==> src/rtl/wctm_pkg.sv <==
// Package for the wall column texture mapper: field widths, beat layouts,
// command, texture and register codes, controller states and helpers.
// No dependencies; every other rtl file imports it.
package wctm_pkg;

  // fixed point and screen geometry
  localparam int FRAC_BITS     = 16;
  localparam int SCREEN_HEIGHT = 1024;
  localparam int HALF_SCREEN   = SCREEN_HEIGHT / 2;

  // field widths
  localparam int COORD_W = 10;
  localparam int DIR_W   = 18;
  localparam int POS_W   = 24;
  localparam int DIST_W  = 24;
  localparam int LH_W    = 16;
  localparam int DIM_W   = 13;
  localparam int TEXEL_W = 12;
  localparam int TID_W   = 2;

  // texture size limits and reset value
  localparam int DIM_MAX   = 4096;
  localparam int DIM_RESET = 64;

  // derived datapath widths
  localparam int HIT_W      = 2 * FRAC_BITS;
  localparam int QUO_W      = DIM_W + FRAC_BITS;
  localparam int BASE_W     = LH_W + 1;
  localparam int TEX_POS_W  = 40;
  localparam int TY_RAW_W   = TEX_POS_W - FRAC_BITS;
  localparam int MUL_A_W    = HIT_W + 1;
  localparam int MUL_B_W    = QUO_W + 1;
  localparam int PROD_W     = MUL_A_W + MUL_B_W;
  localparam int DIV_CNT_W  = $clog2(QUO_W + 1);

  // configuration port
  localparam int CFG_IDX_W = 4;

  // input beat layout, lowest bit first
  localparam int IN_COL_LSB  = 0;
  localparam int IN_SIDE_LSB = IN_COL_LSB + COORD_W;
  localparam int IN_DX_LSB   = IN_SIDE_LSB + 1;
  localparam int IN_DY_LSB   = IN_DX_LSB + DIR_W;
  localparam int IN_PX_LSB   = IN_DY_LSB + DIR_W;
  localparam int IN_PY_LSB   = IN_PX_LSB + POS_W;
  localparam int IN_DIST_LSB = IN_PY_LSB + POS_W;
  localparam int IN_LH_LSB   = IN_DIST_LSB + DIST_W;
  localparam int IN_DS_LSB   = IN_LH_LSB + LH_W;
  localparam int IN_DE_LSB   = IN_DS_LSB + COORD_W;
  localparam int IN_USED_W   = IN_DE_LSB + COORD_W;
  localparam int IN_TDATA_W  = ((IN_USED_W + 7) / 8) * 8;

  // output beat layout, lowest bit first
  localparam int OUT_COL_LSB = 0;
  localparam int OUT_ROW_LSB = OUT_COL_LSB + COORD_W;
  localparam int OUT_TID_LSB = OUT_ROW_LSB + COORD_W;
  localparam int OUT_TX_LSB  = OUT_TID_LSB + TID_W;
  localparam int OUT_TY_LSB  = OUT_TX_LSB + TEXEL_W;
  localparam int OUT_USED_W  = OUT_TY_LSB + TEXEL_W;
  localparam int OUT_TDATA_W = ((OUT_USED_W + 7) / 8) * 8;

  // command carried in the input tuser
  typedef enum logic {
    CMD_COLUMN = 1'b0,
    CMD_ROW    = 1'b1
  } cmd_e;

  // wall textures
  typedef enum logic [TID_W-1:0] {
    TEX_WEST  = 2'd0,
    TEX_EAST  = 2'd1,
    TEX_NORTH = 2'd2,
    TEX_SOUTH = 2'd3
  } tex_id_e;

  // register indexes
  localparam logic [CFG_IDX_W-1:0] REG_WEST_WIDTH   = CFG_IDX_W'(0);
  localparam logic [CFG_IDX_W-1:0] REG_WEST_HEIGHT  = CFG_IDX_W'(1);
  localparam logic [CFG_IDX_W-1:0] REG_EAST_WIDTH   = CFG_IDX_W'(2);
  localparam logic [CFG_IDX_W-1:0] REG_EAST_HEIGHT  = CFG_IDX_W'(3);
  localparam logic [CFG_IDX_W-1:0] REG_NORTH_WIDTH  = CFG_IDX_W'(4);
  localparam logic [CFG_IDX_W-1:0] REG_NORTH_HEIGHT = CFG_IDX_W'(5);
  localparam logic [CFG_IDX_W-1:0] REG_SOUTH_WIDTH  = CFG_IDX_W'(6);
  localparam logic [CFG_IDX_W-1:0] REG_SOUTH_HEIGHT = CFG_IDX_W'(7);

  // column set-up sequencer
  typedef enum logic [2:0] {
    ST_IDLE,
    ST_MUL_HIT,
    ST_TEX_X,
    ST_MUL_X,
    ST_FLIP,
    ST_DIV_WAIT,
    ST_MUL_POS,
    ST_COMMIT
  } state_e;

  // texture size as used: zero becomes one, too large becomes the maximum
  function automatic logic [DIM_W-1:0] dim_clamp(input logic [DIM_W-1:0] v);
    logic [DIM_W-1:0] r;
    if (v == '0) begin
      r = DIM_W'(1);
    end else if (v > DIM_W'(DIM_MAX)) begin
      r = DIM_W'(DIM_MAX);
    end else begin
      r = v;
    end
    return r;
  endfunction

endpackage

==> src/rtl/wctm_div.sv <==
// Restoring divider for the vertical texture step, one quotient bit a cycle.
// Depends on wctm_pkg for the dividend, divisor and counter widths.
module wctm_div (
  input  logic                        clk_i,
  input  logic                        rst_ni,
  input  logic                        start_i,
  input  logic [wctm_pkg::QUO_W-1:0]  dividend_i,
  input  logic [wctm_pkg::LH_W-1:0]   divisor_i,
  output logic                        busy_o,
  output logic [wctm_pkg::QUO_W-1:0]  quotient_o
);
  import wctm_pkg::*;

  logic                 busy_q;
  logic [DIV_CNT_W-1:0] cnt_q;
  logic [LH_W-1:0]      rem_q, rem_d;
  logic [QUO_W-1:0]     quo_q, quo_d;
  logic [LH_W-1:0]      dvs_q;
  logic [LH_W:0]        rem_sh;
  logic [LH_W+1:0]      diff;
  logic                 fits;

  // trial subtract of the shifted remainder
  always_comb begin
    rem_sh = {rem_q, quo_q[QUO_W-1]};
    diff   = {1'b0, rem_sh} - {2'b00, dvs_q};
    fits   = ~diff[LH_W+1];
    rem_d  = fits ? diff[LH_W-1:0] : rem_sh[LH_W-1:0];
    quo_d  = {quo_q[QUO_W-2:0], fits};
  end

  // step counter
  always_ff @(posedge clk_i or negedge rst_ni) begin
    if (!rst_ni) begin
      busy_q <= 1'b0;
      cnt_q  <= '0;
    end else if (start_i) begin
      busy_q <= 1'b1;
      cnt_q  <= DIV_CNT_W'(QUO_W);
    end else if (busy_q) begin
      cnt_q <= cnt_q - DIV_CNT_W'(1);
      if (cnt_q == DIV_CNT_W'(1)) begin
        busy_q <= 1'b0;
      end
    end
  end

  // remainder and quotient shift register
  always_ff @(posedge clk_i) begin
    if (start_i) begin
      rem_q <= '0;
      quo_q <= dividend_i;
      dvs_q <= divisor_i;
    end else if (busy_q) begin
      rem_q <= rem_d;
      quo_q <= quo_d;
    end
  end

  assign busy_o     = busy_q;
  assign quotient_o = quo_q;

endmodule

==> src/rtl/wall_column_texture_mapper.sv <==
// Wall column texture mapper: column set-up and per-row texel coordinates.
// Depends on wctm_pkg and the step divider wctm_div.
// Row beat: result registered next cycle, one per cycle unless stalled.
// Column beat: input ready low through set-up, paced by the 29-step divider;
//   the hit, column and position multiplies share one registered multiplier.
// Reset: sequencer idle, no column running, texture sizes 64, output empty.
module wall_column_texture_mapper (
  input  logic                              clk_i,
  input  logic                              rst_ni,
  // column(10) side(1) dir_x(18) dir_y(18) pos_x(24) pos_y(24)
  // wall_dist(24) wall_h(16) row_top(10) row_bottom(10), zero pad
  input  logic                              s_axis_tvalid,
  output logic                              s_axis_tready,
  input  logic [wctm_pkg::IN_TDATA_W-1:0]   s_axis_tdata,
  // cmd(1)
  input  logic                              s_axis_tuser,
  // out_column(10) out_row(10) texture_id(2) texel_x(12) texel_y(12), zero pad
  output logic                              m_axis_tvalid,
  input  logic                              m_axis_tready,
  output logic [wctm_pkg::OUT_TDATA_W-1:0]  m_axis_tdata,
  // in_range(1)
  output logic                              m_axis_tuser,
  output logic                              m_axis_tlast,
  input  logic                              cfg_we_i,
  input  logic [wctm_pkg::CFG_IDX_W-1:0]    cfg_idx_i,
  input  logic [wctm_pkg::DIM_W-1:0]        cfg_data_i
);
  import wctm_pkg::*;

  // texture size registers
  logic [DIM_W-1:0] tex_w_q [4];
  logic [DIM_W-1:0] tex_h_q [4];

  // input beat fields
  logic [COORD_W-1:0]      in_col, in_ds, in_de;
  logic                    in_side;
  logic signed [DIR_W-1:0] in_dx, in_dy;
  logic [POS_W-1:0]        in_px, in_py;
  logic [DIST_W-1:0]       in_dist;
  logic [LH_W-1:0]         in_lh, lh_fix;
  tex_id_e                 in_tid;
  logic [DIM_W-1:0]        sel_w, sel_h;

  logic in_acc, col_acc, row_acc;

  // sequencer
  state_e state_q, state_d;
  logic   load_x, load_pos, flip_en, commit_en;

  // column state
  tex_id_e                  sel_tex_q;
  logic [DIM_W-1:0]         cur_w_q, cur_h_q;
  logic [COORD_W-1:0]       cur_col_q, cur_row_q, end_row_q;
  logic [FRAC_BITS-1:0]     pos_lo_q;
  logic signed [BASE_W-1:0] base_q;
  logic                     live_q, active_q;
  logic [TEXEL_W-1:0]       texel_x_q;
  logic [QUO_W-1:0]         step_q;
  logic signed [TEX_POS_W-1:0] tex_pos_q;

  // shared multiplier
  logic signed [MUL_A_W-1:0] mul_a_q, mul_a_d;
  logic signed [MUL_B_W-1:0] mul_b_q, mul_b_d;
  logic signed [PROD_W-1:0]  prod_q;
  logic [HIT_W-1:0]          frac;
  logic [TEXEL_W-1:0]        tx_raw, tx_flip;

  // divider
  logic             div_busy;
  logic [QUO_W-1:0] div_quo;

  // row result
  logic [TY_RAW_W-1:0] ty_raw;
  logic                row_neg, row_ok, row_fin;
  logic [TEXEL_W-1:0]  row_ty;

  // output register
  logic                   m_valid_q;
  logic [OUT_TDATA_W-1:0] out_data_q;
  logic                   out_ok_q, out_last_q;

  // unpack the input beat
  always_comb begin
    in_col  = s_axis_tdata[IN_COL_LSB +: COORD_W];
    in_side = s_axis_tdata[IN_SIDE_LSB];
    in_dx   = $signed(s_axis_tdata[IN_DX_LSB +: DIR_W]);
    in_dy   = $signed(s_axis_tdata[IN_DY_LSB +: DIR_W]);
    in_px   = s_axis_tdata[IN_PX_LSB +: POS_W];
    in_py   = s_axis_tdata[IN_PY_LSB +: POS_W];
    in_dist = s_axis_tdata[IN_DIST_LSB +: DIST_W];
    in_lh   = s_axis_tdata[IN_LH_LSB +: LH_W];
    in_ds   = s_axis_tdata[IN_DS_LSB +: COORD_W];
    in_de   = s_axis_tdata[IN_DE_LSB +: COORD_W];
    lh_fix  = (in_lh == '0) ? LH_W'(1) : in_lh;
  end

  // texture choice from hit side and direction sign
  always_comb begin
    if (!in_side && in_dx > 0) begin
      in_tid = TEX_WEST;
    end else if (!in_side && in_dx < 0) begin
      in_tid = TEX_EAST;
    end else if (in_side && in_dy > 0) begin
      in_tid = TEX_NORTH;
    end else begin
      in_tid = TEX_SOUTH;
    end
    sel_w = dim_clamp(tex_w_q[in_tid]);
    sel_h = dim_clamp(tex_h_q[in_tid]);
  end

  assign in_acc  = s_axis_tvalid && s_axis_tready;
  assign col_acc = in_acc && (s_axis_tuser == CMD_COLUMN);
  assign row_acc = in_acc && (s_axis_tuser == CMD_ROW) && active_q;

  // next state
  always_comb begin
    state_d = state_q;
    case (state_q)
      ST_IDLE:     if (col_acc) state_d = ST_MUL_HIT;
      ST_MUL_HIT:  state_d = ST_TEX_X;
      ST_TEX_X:    state_d = ST_MUL_X;
      ST_MUL_X:    state_d = ST_FLIP;
      ST_FLIP:     state_d = ST_DIV_WAIT;
      ST_DIV_WAIT: if (!div_busy) state_d = ST_MUL_POS;
      ST_MUL_POS:  state_d = ST_COMMIT;
      ST_COMMIT:   state_d = ST_IDLE;
      default:     state_d = ST_IDLE;
    endcase
  end

  // sequencer outputs
  always_comb begin
    s_axis_tready = 1'b0;
    load_x        = 1'b0;
    load_pos      = 1'b0;
    flip_en       = 1'b0;
    commit_en     = 1'b0;
    case (state_q)
      ST_IDLE:     s_axis_tready = !m_valid_q || m_axis_tready;
      ST_TEX_X:    load_x        = 1'b1;
      ST_FLIP:     flip_en       = 1'b1;
      ST_DIV_WAIT: load_pos      = !div_busy;
      ST_COMMIT:   commit_en     = 1'b1;
      default: ;
    endcase
  end

  always_ff @(posedge clk_i or negedge rst_ni) begin
    if (!rst_ni) begin
      state_q <= ST_IDLE;
    end else begin
      state_q <= state_d;
    end
  end

  // multiplier operands: hit offset, texture column, start position
  assign frac = prod_q[HIT_W-1:0] + {pos_lo_q, {FRAC_BITS{1'b0}}};

  always_comb begin
    mul_a_d = mul_a_q;
    mul_b_d = mul_b_q;
    if (col_acc) begin
      mul_a_d = MUL_A_W'(in_dist);
      mul_b_d = in_side ? MUL_B_W'(in_dx) : MUL_B_W'(in_dy);
    end else if (load_x) begin
      mul_a_d = MUL_A_W'(frac);
      mul_b_d = MUL_B_W'(cur_w_q);
    end else if (load_pos) begin
      mul_a_d = MUL_A_W'(base_q);
      mul_b_d = MUL_B_W'(div_quo);
    end
  end

  always_ff @(posedge clk_i) begin
    mul_a_q <= mul_a_d;
    mul_b_q <= mul_b_d;
    prod_q  <= mul_a_q * mul_b_q;
  end

  // texture column, mirrored for east and north
  always_comb begin
    tx_raw  = prod_q[HIT_W +: TEXEL_W];
    tx_flip = TEXEL_W'(cur_w_q - DIM_W'(tx_raw) - DIM_W'(1));
  end

  wctm_div u_div (
    .clk_i      (clk_i),
    .rst_ni     (rst_ni),
    .start_i    (col_acc),
    .dividend_i ({sel_h, {FRAC_BITS{1'b0}}}),
    .divisor_i  (lh_fix),
    .busy_o     (div_busy),
    .quotient_o (div_quo)
  );

  // row texel from the running texture position
  always_comb begin
    ty_raw  = tex_pos_q[TEX_POS_W-1:FRAC_BITS];
    row_neg = tex_pos_q[TEX_POS_W-1];
    row_ok  = !row_neg || ((&ty_raw) && (|tex_pos_q[FRAC_BITS-1:0]));
    if (row_neg) begin
      row_ty = '0;
    end else if (ty_raw >= TY_RAW_W'(cur_h_q)) begin
      row_ty = TEXEL_W'(cur_h_q - DIM_W'(1));
    end else begin
      row_ty = ty_raw[TEXEL_W-1:0];
    end
    row_fin = cur_row_q >= end_row_q;
  end

  // control state
  always_ff @(posedge clk_i or negedge rst_ni) begin
    if (!rst_ni) begin
      active_q  <= 1'b0;
      m_valid_q <= 1'b0;
    end else begin
      if (col_acc) begin
        active_q <= 1'b0;
      end else if (commit_en) begin
        active_q <= live_q;
      end else if (row_acc && row_fin) begin
        active_q <= 1'b0;
      end
      if (row_acc) begin
        m_valid_q <= 1'b1;
      end else if (m_axis_tready) begin
        m_valid_q <= 1'b0;
      end
    end
  end

  // texture size registers
  always_ff @(posedge clk_i or negedge rst_ni) begin
    if (!rst_ni) begin
      for (int i = 0; i < 4; i++) begin
        tex_w_q[i] <= DIM_W'(DIM_RESET);
        tex_h_q[i] <= DIM_W'(DIM_RESET);
      end
    end else if (cfg_we_i) begin
      case (cfg_idx_i)
        REG_WEST_WIDTH:   tex_w_q[TEX_WEST]  <= cfg_data_i;
        REG_WEST_HEIGHT:  tex_h_q[TEX_WEST]  <= cfg_data_i;
        REG_EAST_WIDTH:   tex_w_q[TEX_EAST]  <= cfg_data_i;
        REG_EAST_HEIGHT:  tex_h_q[TEX_EAST]  <= cfg_data_i;
        REG_NORTH_WIDTH:  tex_w_q[TEX_NORTH] <= cfg_data_i;
        REG_NORTH_HEIGHT: tex_h_q[TEX_NORTH] <= cfg_data_i;
        REG_SOUTH_WIDTH:  tex_w_q[TEX_SOUTH] <= cfg_data_i;
        REG_SOUTH_HEIGHT: tex_h_q[TEX_SOUTH] <= cfg_data_i;
        default: ;
      endcase
    end
  end

  // column payload and row advance
  always_ff @(posedge clk_i) begin
    if (col_acc) begin
      sel_tex_q <= in_tid;
      cur_w_q   <= sel_w;
      cur_h_q   <= sel_h;
      cur_col_q <= in_col;
      cur_row_q <= in_ds;
      end_row_q <= in_de;
      pos_lo_q  <= in_side ? in_px[FRAC_BITS-1:0] : in_py[FRAC_BITS-1:0];
      base_q    <= $signed(BASE_W'(in_ds) + BASE_W'(lh_fix >> 1) - BASE_W'(HALF_SCREEN));
      live_q    <= in_ds <= in_de;
    end else if (row_acc) begin
      tex_pos_q <= tex_pos_q + $signed(TEX_POS_W'(step_q));
      if (!row_fin) begin
        cur_row_q <= cur_row_q + COORD_W'(1);
      end
    end
    if (flip_en) begin
      texel_x_q <= (sel_tex_q == TEX_EAST || sel_tex_q == TEX_NORTH) ? tx_flip : tx_raw;
    end
    if (load_pos) begin
      step_q <= div_quo;
    end
    if (commit_en) begin
      tex_pos_q <= prod_q[TEX_POS_W-1:0];
    end
  end

  // output beat register
  always_ff @(posedge clk_i) begin
    if (row_acc) begin
      out_data_q <= OUT_TDATA_W'({(row_ok ? row_ty : TEXEL_W'(0)), texel_x_q,
                                  sel_tex_q, cur_row_q, cur_col_q});
      out_ok_q   <= row_ok;
      out_last_q <= row_fin;
    end
  end

  assign m_axis_tvalid = m_valid_q;
  assign m_axis_tdata  = out_data_q;
  assign m_axis_tuser  = out_ok_q;
  assign m_axis_tlast  = out_last_q;

endmodule

==> config.mk <==
export PLATFORM = sky130hd
export DESIGN_NAME = wall_column_texture_mapper
export DESIGN_NICKNAME = d
export VERILOG_FILES = /design/src/rtl/wctm_pkg.sv /design/src/rtl/wctm_div.sv /design/src/rtl/wall_column_texture_mapper.sv
export SDC_FILE = /design/constraint.sdc
export NUM_CORES = 2
export LEC_CHECK = 0
export BUFFER_PORTS_ARGS = -buffer_cell sky130_fd_sc_hd__buf_4
export CORE_MARGIN = 2
export CORE_UTILIZATION = 25
export CTS_CLUSTER_DIAMETER = 80
export CTS_CLUSTER_SIZE = 24
export DETAILED_ROUTE_END_ITERATION = 16
export GPL_TIMING_DRIVEN = 0
export HOLD_SLACK_MARGIN = 0.1
export PLACE_DENSITY = 0.45
export SETUP_SLACK_MARGIN = 0.4
export SYNTH_ARGS = -nofsm -noshare
export SYNTH_HDL_FRONTEND = slang
export SYNTH_SLANG_ARGS = --single-unit
==> constraint.sdc <==
create_clock -name clk_i -period 10.7 [get_ports clk_i]
set_clock_uncertainty 0.15 [all_clocks]
set_input_delay 2.14 -clock clk_i [delete_from_list [all_inputs] [get_ports clk_i]]
set_output_delay 2.14 -clock clk_i [all_outputs]
set_load 0.03 [all_outputs]
# Word-level counts from Yosys, hierarchy flattened
# Index checks and enable logic that the tools add are counted.
[op_classes]
n_addsub = 10
multipliers = 1
div_mod_pow = 0
magnitude_cmp = 9
n_eq_ne = 21
n_shift = 0
n_mux = 50
bitwise = 4
reduce_logical = 44
[op_table]
columns = ["operator", "n"]
rows = [
  ["30-bit 2-to-1 mux", 4],
  ["40-bit 2-to-1 mux", 3],
  ["13-bit 2-to-1 mux", 7],
  ["32-bit 2-to-1 mux", 2],
  ["29-bit 2-to-1 mux", 2],
  ["13-bit binary-select mux with 2-bit select", 2],
  ["16-bit 2-to-1 mux", 3],
  ["33-bit by 30-bit multiplier with 44-bit output", 1],
  ["40-bit by 30-bit adder with 40-bit output", 1],
  ["18-bit by 1-bit > comparator with 1-bit output (second input constant)", 2],
  ["32-bit adder", 1],
  ["10-bit 2-to-1 mux", 3],
  ["13-bit > comparator (second input constant)", 2],
  ["13-bit logical NOT", 2],
  ["24-bit by 13-bit greater-or-equal comparator with 1-bit output", 1],
  ["12-bit 2-to-1 mux", 2],
  ["24-bit 2-to-1 mux", 1],
  ["3-bit case mux with 8 select lines", 1],
  ["24-bit AND reduction", 1],
  ["12-bit by 1-bit subtractor with 12-bit output (second input constant)", 2],
  ["2-bit AND reduction", 11],
  ["18-bit by 1-bit less-than comparator with 1-bit output (second input constant)", 1],
  ["17-bit by 16-bit subtractor with 18-bit output", 1],
  ["16-bit by 10-bit subtractor with 17-bit output (second input constant)", 1],
  ["other kinds (34)", 82],
]
[word_totals]
ff_bits = 504
latch_bits = 0
mem_bits_rw = 0
mem_bits_ro = 0
in_bits = 183
output_inout_bits = 52
elab_cells = 179
n_memories = 0

# Logic depth before layout (Yosys ltp)
[depth]
word_depth = 13
depth_mapped = 29
mapped_depth_nobuf = 27

# Modules after synthesis
# From an unflattened synthesis, not the netlist that was laid out.
[hier_totals]
cells_unflattened = 5075
hier_area_um2 = 51286.7
[by_module_without_submodules]
columns = ["mod", "instances", "cells_per_inst", "area_each_um2", "seq_area_each_um2"]
rows = [
  ["wall_column_texture_mapper", 1, 4778, 47722.0, 12056.6],
  ["wctm_div", 1, 297, 3564.7, 1821.7],
]

# Least setup slack after synthesis
# OpenSTA, ideal clock, no wires.
[synth_timing]
path_type = "input port to flip-flop"
startpoint = "input m_axis_tready"
endpoint = "register base_q[0], enable pin"
setup_ns = 0.501
t_arrival_ns = 6.620
required_time_ns = 10.049
path_slack_ns = 3.429
path_stages = 7
n_path_buf = 2
path_cell_list = "nor2b_1 > nor4_1 > and2_1 > nand2b_1 > clkbuf_1 > inv_2 > clkbuf_1"
[synth_via]
elab_chain_cells = 4
[synth_lines]
columns = ["item", "line_no", "rtl"]
rows = [
  ["start: declaration", "wall_column_texture_mapper.sv:19", "input logic m_axis_tready,"],
  ["1-bit logical OR", "wall_column_texture_mapper.sv:140", "ST_IDLE: s_axis_tready = !m_valid_q || m_axis_tready;"],
  ["1-bit 2-to-1 mux", "wall_column_texture_mapper.sv:139", "case (state_q)"],
  ["net s_axis_tready", "wall_column_texture_mapper.sv:13", "output logic s_axis_tready,"],
  ["1-bit logical AND", "wall_column_texture_mapper.sv:112", "assign in_acc = s_axis_tvalid && s_axis_tready;"],
  ["1-bit logical AND", "wall_column_texture_mapper.sv:113", "assign col_acc = in_acc && (s_axis_tuser == CMD_COLUMN);"],
  ["net col_acc", "wall_column_texture_mapper.sv:44", "logic in_acc, col_acc, row_acc;"],
  ["end signal: assignment", "wall_column_texture_mapper.sv:265", "base_q <= $signed(BASE_W'(in_ds) + BASE_W'(lh_fix >> 1) - BASE_W'(HALF_SCREEN));"],
  ["end: declaration", "wall_column_texture_mapper.sv:55", "logic signed [BASE_W-1:0] base_q;"],
]
# The timed path passes the listed nets, and every way through them passes these cells.
# A chain may end at the register's enable or synchronous reset.

# Worst setup path in the final report
[layout_timing]
startpoint = "register mul_a_q[15]"
endpoint = "register prod_q[42]"
[layout_via]
elab_chain_cells = 1
[layout_lines]
columns = ["item", "line_no", "rtl"]
rows = [
  ["start: declaration", "wall_column_texture_mapper.sv:62", "logic signed [MUL_A_W-1:0] mul_a_q, mul_a_d;"],
  ["start signal: assignment", "wall_column_texture_mapper.sv:176", "mul_a_q <= mul_a_d;"],
  ["33-bit by 30-bit multiplier with 44-bit output", "wall_column_texture_mapper.sv:178", "prod_q <= mul_a_q * mul_b_q;"],
  ["end signal: assignment", "wall_column_texture_mapper.sv:178", ""],
  ["end: declaration", "wall_column_texture_mapper.sv:64", "logic signed [PROD_W-1:0] prod_q;"],
]
# No other way between the ends.

==> impl_metrics.ini <==
[status]
status = complete, no violations

[global_routing]
grt_start_max_net_pins = 62
grt.busiest_layer = met2
overflow = 0
grt_use_total = 0.190
grt_first_pass_wirelength_mm = 288
grt_pass1_vias = 40000
grt_antenna_before_repair = 28
met2_usage = 0.317
grt_use_met1 = 0.253
use_met3 = 0.0216

[yosys]
async_flop_share = 0.228
netlist_area_um2 = 51300
muxShareOfSynthArea = 0.0459
yosysSeqAreaShare = 0.267
synth-xor-area-share = 0.0319
ys.flop_type = edfxtp_1
synth_top_area_frac = 0.287
synth_edf_count = 304
synth_largest_area_cell = fa_1
syn_inst = 5149
ys_top_cells_by_area = fa_1 29%, edfxtp_1 18%, ha_1 7.2%, inv_1 6.7%, dfrtp_1 5.2%
synth-seq-cells = 504
syn_avg_cell_area_um2 = 9.97
synth_compound_area_frac = 0.0712
synth.distinct_cells = 97
synth-simple-area-share = 0.138
yosysWarnings = 0
synth_top_family_by_area = adder cells
synth-adder-area-share = 0.358

[placed_design]
finalWeightedCongestion = 0.938
hpwl_mm = 164
io_buffer_count = 211

[floorplanning]
initial_core_util = 0.251
ios = 235
rows = 166
core_area_um2 = 204000
die_area_um2 = 209000
dieWidth_um = 457
die_y_um = 457

[finish]
drive_gt1_frac = 0.0922
area_growth_pct = 12.5
nets = 6621

[clock_tree]
tritoncts = built
clk_pin_slew_ps = 110
clock-root-buffer = clkbuf_16
cts_made_buffers = 35
cts_setup_buffers = 0
cts.path.max_buffers = 3
clock-sinks = 504
worstSkewPairLatency_ps = 590
hold_buffers = 0
cts_max_level = 2

[timing]
period_needed_ps = 9880
setup_viol = 0
final_max_slew_viol_count = 0
max_freq_ghz = 0.101
setup_tns_ps = 0
final_hold_viol_count = 0
finalCritPeriodShare = 0.924
rsz0062_at_grt = no
tightest_slew_ps = 1310
max_slew_margin = 0.124

[drt]
remaining_drc_errors = 0
first_pass_iters = 5
vias = 37600
drt-total-wl_mm = 200
ant_nets = 0
via_per_inst = 4.62
wl_per_cell_um = 24.6
drt_iter0_markers = 2911

[critical_path]
cpMaxStageDelayCell = a221oi_1
critPathLaunchType = flop
cp.required_ps = 11060
critPathArrivalTime_ps = 10240
critPathTopFamily = adder cells
critPathMaxFanout = 10
crit_path_frequent_cell = fa_1
cp_slowest_stage_delay_ps = 1060
cp-end-kind = flop
crit_type = flop to flop
path_buf_inv = 6

[min_path]
hold_class = flop to flop

[run]
maxCapViolations = 0
## stage by stage
step / cell area (µm²) / std cells / utilization / setup slack [ps] / hold slack (ps)
final: 57800 / 8128 / 0.283 / 817 / 263
after global routing: 57800 / 8124 / 0.283 / 438 / 280
after CTS: 57800 / 8124 / 0.283 / 502 / 272
after detailed placement: 56500 / 8060 / 0.277 / 139 / 256
after global placement: 56300 / 8049 / 0.275 / 141 / 253
after floorplan: 51300 / 5150 / - / 3430 / 250
## placed cells by master, fill, tap and decap left out, types with 155 or more instances in the layout
cell type and count:
buf_4 217, clkbuf_1 228, and2_1 361, inv_1 919
ha_1 294, nor2_1 175, fa_1 735, nand2_1 659
edfxtp_1 304, a21oi_1 155
## state kept, by name, indices dropped and copies added (netlist names), 5 cells and up
name / cells
u_div.dvs_q: 16
u_div.rem_q: 16
mul_b_q: 30
cur_row_q: 10
cur_w_q: 13
mul_a_q: 33
texel_x_q: 12
pos_lo_q: 16
cur_col_q: 10
m_axis_tdata: 46
base_q: 17
prod_q: 44
step_q: 29
u_div.cnt_q: 5
end_row_q: 10
u_div.quotient_o: 29
tex_h_q: 52
tex_pos_q: 40
cur_h_q: 13
tex_w_q: 52
## synthesized netlist by cell type, drive strengths merged (3+ instances only)
| library cell | n |
|---|---|
| a211o | 7 |
| edfxtp | 304 |
| o21ai | 124 |
| dfxtp | 85 |
| mux2i | 66 |
| a221oi | 6 |
| nor3b | 5 |
| mux2 | 149 |
| clkbuf | 227 |
| nor2 | 178 |
| ha | 294 |
| dfrtp | 107 |
| nand2b | 25 |
| o21bai | 12 |
| or2 | 7 |
| o211a | 13 |
| or3 | 11 |
| nand3 | 54 |
| a21o | 78 |
| nor3 | 31 |
| and3 | 25 |
| a31oi | 49 |
| o31a | 3 |
| o21a | 14 |
| xnor2 | 122 |
| fa | 735 |
| nand4 | 24 |
| o22ai | 7 |
| dfstp | 8 |
| nor2b | 31 |
| a311oi | 6 |
| nand3b | 9 |
| a211oi | 36 |
| nor4 | 40 |
| a21boi | 5 |
| inv | 922 |
| o211ai | 10 |
| a21oi | 158 |
| o31ai | 6 |
| and2 | 362 |
| xor2 | 63 |
| buf | 28 |
| or4 | 5 |
| nand2 | 662 |
## cell type report
cell class,instances,area (µm²)
Buffer,255,1040
Fill cell,21700,147000
Sequential cell,504,13700
Antenna cell,4,10.0
Tap cell,2688,3360
Inverter,923,3460
Clock inverter,24,328
Multi-Input combinational cell,3468,33200
Clock buffer,40,916
Timing Repair Buffer,222,1770
## cells by family after synthesis
group	after synthesis
other	1
AOI/OAI and AO/OA	561
adders and majority gates	1029
xor gates and xnor gates	185
buffers and inverters	1178
DFF	504
muxes	215
and+or+nand+nor	1476
## repair_timing
item / CTS / global route
resized for setup: 1 / 3
setup endpoints to repair: 2 / 2
hold endpoints to repair: 0 / 0
## per-layer routing
metal / vias up / part of all wire
li1: 16800 / -
met1: 19300 / 0.43
met2: 1180 / 0.47
met3: 246 / 0.054
met4: 2 / 0.041
met5: - / 0.00010
## worst paths after layout
kind,cells past startpoint,slack [ps],end,from
min in group asynchronous,1,1340,tex_h_q[47]$_DFFE_PN0P_,rst_ni
worst max register to register,25,820,prod_q[42]$_DFF_P_,mul_a_q[15]$_DFFE_PP_
worst min register to register,0,260,m_axis_tdata[30]$_DFFE_PP_,texel_x_q[8]$_DFFE_PP_
max in group asynchronous,2,8300,tex_w_q[32]$_DFFE_PN1P_,rst_ni
worst min-delay path,0,260,m_axis_tdata[30]$_DFFE_PP_,texel_x_q[8]$_DFFE_PP_
worst max-delay path,25,820,prod_q[42]$_DFF_P_,mul_a_q[15]$_DFFE_PP_
Power is not shown: default switching activity piles up to over one toggle a cycle in this logic, so the estimate is an artifact.
